==> src/rtl/skl_pkg.sv <==
package skl_pkg;

    localparam int MAX_K      = 64;
    localparam int VALUE_W    = 32;
    localparam int RANK_W     = 7;
    localparam int ADDR_W     = 3;
    localparam int DATA_W     = 32;
    localparam int GROUP      = 8;
    localparam int NUM_GROUPS = (MAX_K + GROUP - 1) / GROUP;
    localparam int CNT_W      = $clog2(MAX_K + 1);
    localparam int IDX_W      = (MAX_K > 1) ? $clog2(MAX_K) : 1;
    localparam int EXT_W      = (RANK_W > CNT_W) ? RANK_W : CNT_W;

    localparam logic [ADDR_W-3:0] REG_RANK_K = '0;

    typedef logic signed [VALUE_W-1:0] t_value;

    typedef struct packed {
        logic   valid;
        logic   take;
        t_value value;
    } t_link;

    typedef enum logic [1:0] {
        S_RUN,
        S_GATHER,
        S_REDUCE
    } t_state;

endpackage

==> src/rtl/skl_cell.sv <==
module skl_cell (
    input  logic            i_clk,
    input  logic            i_rst_n,
    input  logic            i_load,
    input  logic            i_clear,
    input  logic            i_in_range,
    input  skl_pkg::t_value i_new_value,
    input  skl_pkg::t_link  i_left,
    input  logic            i_right_valid,
    output skl_pkg::t_link  o_link,
    output skl_pkg::t_value o_tail_value
);

    logic            r_valid;
    logic            n_valid;
    skl_pkg::t_value r_value;
    skl_pkg::t_value n_value;
    logic            w_take;

    // The new value belongs at or before this cell when it is larger than the
    // kept value, so equal values stay ahead of it.
    assign w_take = !r_valid || (i_new_value > r_value);

    assign o_link.valid = r_valid;
    assign o_link.take  = w_take;
    assign o_link.value = r_value;

    assign o_tail_value = (r_valid && !i_right_valid) ? r_value : '0;

    always_comb begin
        n_valid = r_valid;
        n_value = r_value;
        if (i_clear) begin
            n_valid = 1'b0;
        end else if (i_load) begin
            if (!i_in_range) begin
                n_valid = 1'b0;
            end else if (w_take) begin
                n_value = i_left.take ? i_left.value : i_new_value;
                n_valid = r_valid || i_left.valid;
            end
        end
    end

    always_ff @(posedge i_clk) begin
        if (!i_rst_n) begin
            r_valid <= 1'b0;
        end else begin
            r_valid <= n_valid;
        end
    end

    always_ff @(posedge i_clk) begin
        r_value <= n_value;
    end

endmodule

==> config.mk <==
export PLATFORM = sky130hd
export DESIGN_NAME = skl_cell
export DESIGN_NICKNAME = d
export VERILOG_FILES = /design/src/rtl/skl_pkg.sv /design/src/rtl/skl_cell.sv
export SDC_FILE = /design/constraint.sdc
export NUM_CORES = 1
export LEC_CHECK = 0
export ABC_AREA = 1
export BUFFER_PORTS_ARGS = -buffer_cell sky130_fd_sc_hd__buf_4
export CORE_MARGIN = 2
export CORE_UTILIZATION = 48
export DETAILED_ROUTE_END_ITERATION = 16
export GPL_TIMING_DRIVEN = 0
export PLACE_DENSITY = 0.95
export REMOVE_ABC_BUFFERS = 1
export SETUP_SLACK_MARGIN = 0.15
export SLEW_MARGIN = 20
export SYNTH_ARGS = -nofsm -noshare
export SYNTH_HDL_FRONTEND = slang
export SYNTH_SLANG_ARGS = --single-unit
export TNS_END_PERCENT = 100
==> constraint.sdc <==
create_clock -name i_clk -period 5.9 [get_ports i_clk]
set_clock_uncertainty 0.05 [all_clocks]
set_input_delay 0.59 -clock i_clk [delete_from_list [all_inputs] [get_ports i_clk]]
set_output_delay 0.59 -clock i_clk [all_outputs]
set_load 0.01 [all_outputs]
==> impl_summary.md <==
Outcome
The run finished with clean final reports.

Synth
The sequential fraction of the synthesis area is 0.398. The share of flip-flops with an asynchronous set or reset after synthesis is 0. The post-synthesis share of cell area spent on full adders, half adders and majority gates is 0.163. By area the synthesized netlist is led by sky130_fd_sc_hd__edfxtp_1, sky130_fd_sc_hd__ha_1, sky130_fd_sc_hd__mux2_2.

The number of instances in the synthesized netlist is 268. The area share of the leading cell type in the synthesized netlist is 0.390. After synthesis, the largest family of logic cells by area is adder cells. Among all flip-flop cells after synthesis, the most frequent one is sky130_fd_sc_hd__edfxtp_1. In this run the mean area of a mapped cell was 9.19 sq um. In this run the cell area of the synthesized design comes to 2460 sq um. Measured against the total synthesized area, the mux share comes to 0.142. The leading area contributor after synthesis is sky130_fd_sc_hd__edfxtp_1.

In this run, synthesis inferred 32 flip-flops with an integrated enable. The area fraction in and, or, nand and nor cells after synthesis is 0.161. The total number of yosys warnings is 0. The synthesized design contains 33 register bits. Of the total synthesized cell area, the portion taken by XOR and XNOR cells is 0.

The post-synthesis compound-gate area fraction came to 0.0478. After synthesis, the netlist uses 25 different library cells.

Worst setup path
The minimum setup slack among reg-to-reg paths is 3330 ps. By startpoint and endpoint, the worst setup path is classified as in -> out. The critical path required time is 5260 ps.

Walking the worst path, the cells encountered are buf_4 -> ha_1 -> nand2_1 -> nand2_1 -> nand2_1 -> nand2_1 -> nand2_1 -> nand3_1 -> a21oi_2 -> nand2_1 -> nand2_1 -> nand2_1 -> nand2_2 -> nand2_1 -> buf_4. The endpoint identified for the worst register-to-register timing path is r_value[20]. The critical path's most frequent cell is sky130_fd_sc_hd__nand2_1. The startpoint of the worst register-to-register path is r_value[17].

The critical path ends at o_link[32]. For the worst setup path, the data arrival time is 2060 ps. The delay contributed by the slowest stage of the critical path is 310 ps. The startpoint type of the worst setup path is a primary input. The critical path starts at i_new_value[17]. Along the worst path, the maximum fanout reaches 2. The category of the worst setup path capture point is a primary output. The library cell contributing the largest single delay on the critical path is sky130_fd_sc_hd__ha_1.

The worst register-to-register path has a depth of 14.

Finish
The library cells used most frequently in the layout, excluding fill and tap cells, are sky130_fd_sc_hd__buf_4, sky130_fd_sc_hd__nor2_1, sky130_fd_sc_hd__inv_1, sky130_fd_sc_hd__nand2_1. The multi-input combinational cells in the finished layout cover a total of 1270 sq um. From synthesis to final layout, the design area changed by 48.0%. The area taken by flip-flops and latches is 981 sq um.

After filler insertion, the fill cell instance count of the layout stands at 388. The post-layout utilization of the core is 0.723. Leaving out fill and tap cells, the most frequent cell in the layout is sky130_fd_sc_hd__buf_4.

The repair_antennas step left the layout with diodes totalling 0. The final standard cell area without fillers is 3640 sq um. The proportion of layout cells with a drive suffix above 1 is 0.460. The final layout net count is 507.

Timing
The total count of hold-check failures in the final report is 0. In this run the tightest slew margin relative to its limit is 0.564. Timing would allow up to 0.370 GHz.

The number of slew-limit violations in the final report was 0. The final critical-path required period is 2700 ps. Dividing the final minimum period by the clock period gives 0.458. Setup repair after global routing left no endpoint under its margin. Setup total negative slack on the finished layout was measured at 0 ps.

Setup violations remaining at the end of the flow were counted as 0. At the pin with the least slew margin, the transition time is 654 ps. The tightest hold path in the finished design has a slack of 511 ps.

Clocking
The CTS tree is built. The clock latency on the worst-skew pair is 280 ps. The total of hold buffers inserted after clock tree synthesis is 0. In this run the deepest clock path goes through 2 buffers.

The H-tree was split into 2 levels. The tree built by TritonCTS fans out to 33 sinks. Buffers added to address setup during post-CTS repair amount to 0. Clock tree synthesis selected as its root buffer the cell sky130_fd_sc_hd__clkbuf_8.

Clock-pin slew was measured on the worst setup and hold paths at 70 ps. The clock buffer count from CTS is 5. Post-CTS repair changed the size of 0 cells.

Route
For this block, the via count after detailed routing is 2283. The count of nets left with antenna violations once routing finished came out at 0. After detailed routing, the total wire length is 6480 um.

Routed signal wires occupy layers up through met4. Summed over all nets, wire length on met3 after detailed routing comes to 532 um. The DRC violation count after routing is 0.

The met2 wire length is 3430 um. Dividing the detail-routed via count by the number of cells gives 4.82. After detailed routing, the average wire length per cell comes to 13.7 um. The starting DRC count in detailed routing is 67.

The detailed-routing wirelength on met1 is 2450 um. The iteration count of the initial detailed-routing pass is 4.

GRT
The pin count of the biggest net entering global routing is 34. The first global-routing pass estimated 9400 um of wire. For this run the aggregate overflow at the end of global routing stands at 0. The number of antenna violations at the first check in global routing is 0. The via count of the first global-routing pass is 2116. In the global route stage, overall resource usage came out at 0.219.

Power
In this run the power density over the cells is 158 nW/um^2. The peak ir drop on the vdd network is 0.0887 mV. In this run the static leakage power is 1.88 nW.

Min path
The tightest min-delay check is of the in -> reg type.

Floorplan
The number of primary I/O pins is 138. The floorplan step defined a core boundary enclosing 5040 sq um. The floorplan step defined a die boundary enclosing 5720 sq um. The die outline width is 75.6 um. The y dimension of the die is 75.6 um. The standard-cell row count is 26. The starting utilization of the core area is 0.488.

Flow run
The number of maximum-capacitance constraint violations is 0.

Place
The placed instance area is 3560 sq um. The count of buffers added on input and output ports is 137. The routability congestion estimate is 0.693. Summed over all nets, the half-perimeter wirelength after detailed placement is 5230 um.
## stage by stage
stage | power (mW) | setup slack (ps) | cells
finish | 0.577 | 3200 | 474
global route | 0.608 | 2990 | 474
CTS | 0.584 | 3200 | 474
detailed placement | 0.418 | 3030 | 466
global placement | 0.409 | 2210 | 465
floorplan | 0.342 | 2930 | 258
## critical path: cells and delay by family
kind / cells / cell delay (ps)
buffers and inverters: 2 / 270
adders and majority gates: 1 / 310
and+or+nand+nor: 11 / 720
AOI/OAI and AO/OA: 1 / 170
## cell usage after synthesis, types with 2 or more instances
cell type / count
sky130_fd_sc_hd__a21oi_1: 12
sky130_fd_sc_hd__a21oi_2: 2
sky130_fd_sc_hd__buf_2: 3
sky130_fd_sc_hd__buf_4: 2
sky130_fd_sc_hd__clkbuf_1: 5
sky130_fd_sc_hd__edfxtp_1: 32
sky130_fd_sc_hd__ha_1: 32
sky130_fd_sc_hd__inv_1: 42
sky130_fd_sc_hd__inv_2: 2
sky130_fd_sc_hd__mux2_2: 31
sky130_fd_sc_hd__nand2_1: 41
sky130_fd_sc_hd__nand2_2: 3
sky130_fd_sc_hd__nand3_1: 4
sky130_fd_sc_hd__nor2_1: 43
sky130_fd_sc_hd__nor2_2: 2
sky130_fd_sc_hd__o21ai_0: 3
## per-layer routing
| metal | GRT usage | vias to the layer above |
|---|---|---|
| met4 | 0.0487 | 0 |
| met5 | 0 | - |
| met1 | 0.230 | 1041 |
| met3 | 0.0714 | 7 |
| met2 | 0.423 | 87 |
| li1 | - | 1148 |
## state kept, by name (all words and copies together), names as in the netlist
| name | count |
|---|---|
| r_value | 32 |
| r_valid | 1 |
## final cells by class
cell class              instances  area share
well taps                      70      0.0240
clock buffers                   8      0.0220
flip-flops and latches         33       0.269
repair buffers                138       0.290
inverters                      45      0.0463
multi-input cells             180       0.349
## power breakdown
part | total [mW] | leakage, nW | switching [mW] | internal, mW
sequential | 0.272 | 0.302 | 0.00403 | 0.268
combinational | 0.140 | 1.54 | 0.0622 | 0.0777
clock | 0.166 | 0.0395 | 0.0817 | 0.0839
total | 0.577 | 1.88 | 0.148 | 0.429
## logic make-up (layout without fill, tap and decap cells)
| logic type | count (synthesis) | in the layout |
|---|---|---|
| buffers and inverters | 55 | 191 |
| AND/OR/NAND/NOR | 97 | 97 |
| flip-flops | 33 | 33 |
| multiplexers | 31 | 31 |
| AO/OA/AOI/OAI | 20 | 20 |
| adder cells (fa/ha/maj) | 32 | 32 |
## how the worst min path moves through the flow
stage          startpoint       to  slack, ps  depth (start not counted)
3_3_place_gp      r_valid  r_valid        530                          2
2_1_floorplan     r_valid  r_valid        560                          2
3_5_place_dp      r_valid  r_valid        620                          4
5_1_grt        i_left[33]  r_valid        510                          3
4_1_cts        i_left[33]  r_valid        510                          3
6_report       i_left[33]  r_valid        510                          3
Note: power is estimated with default switching activity, not from simulation.
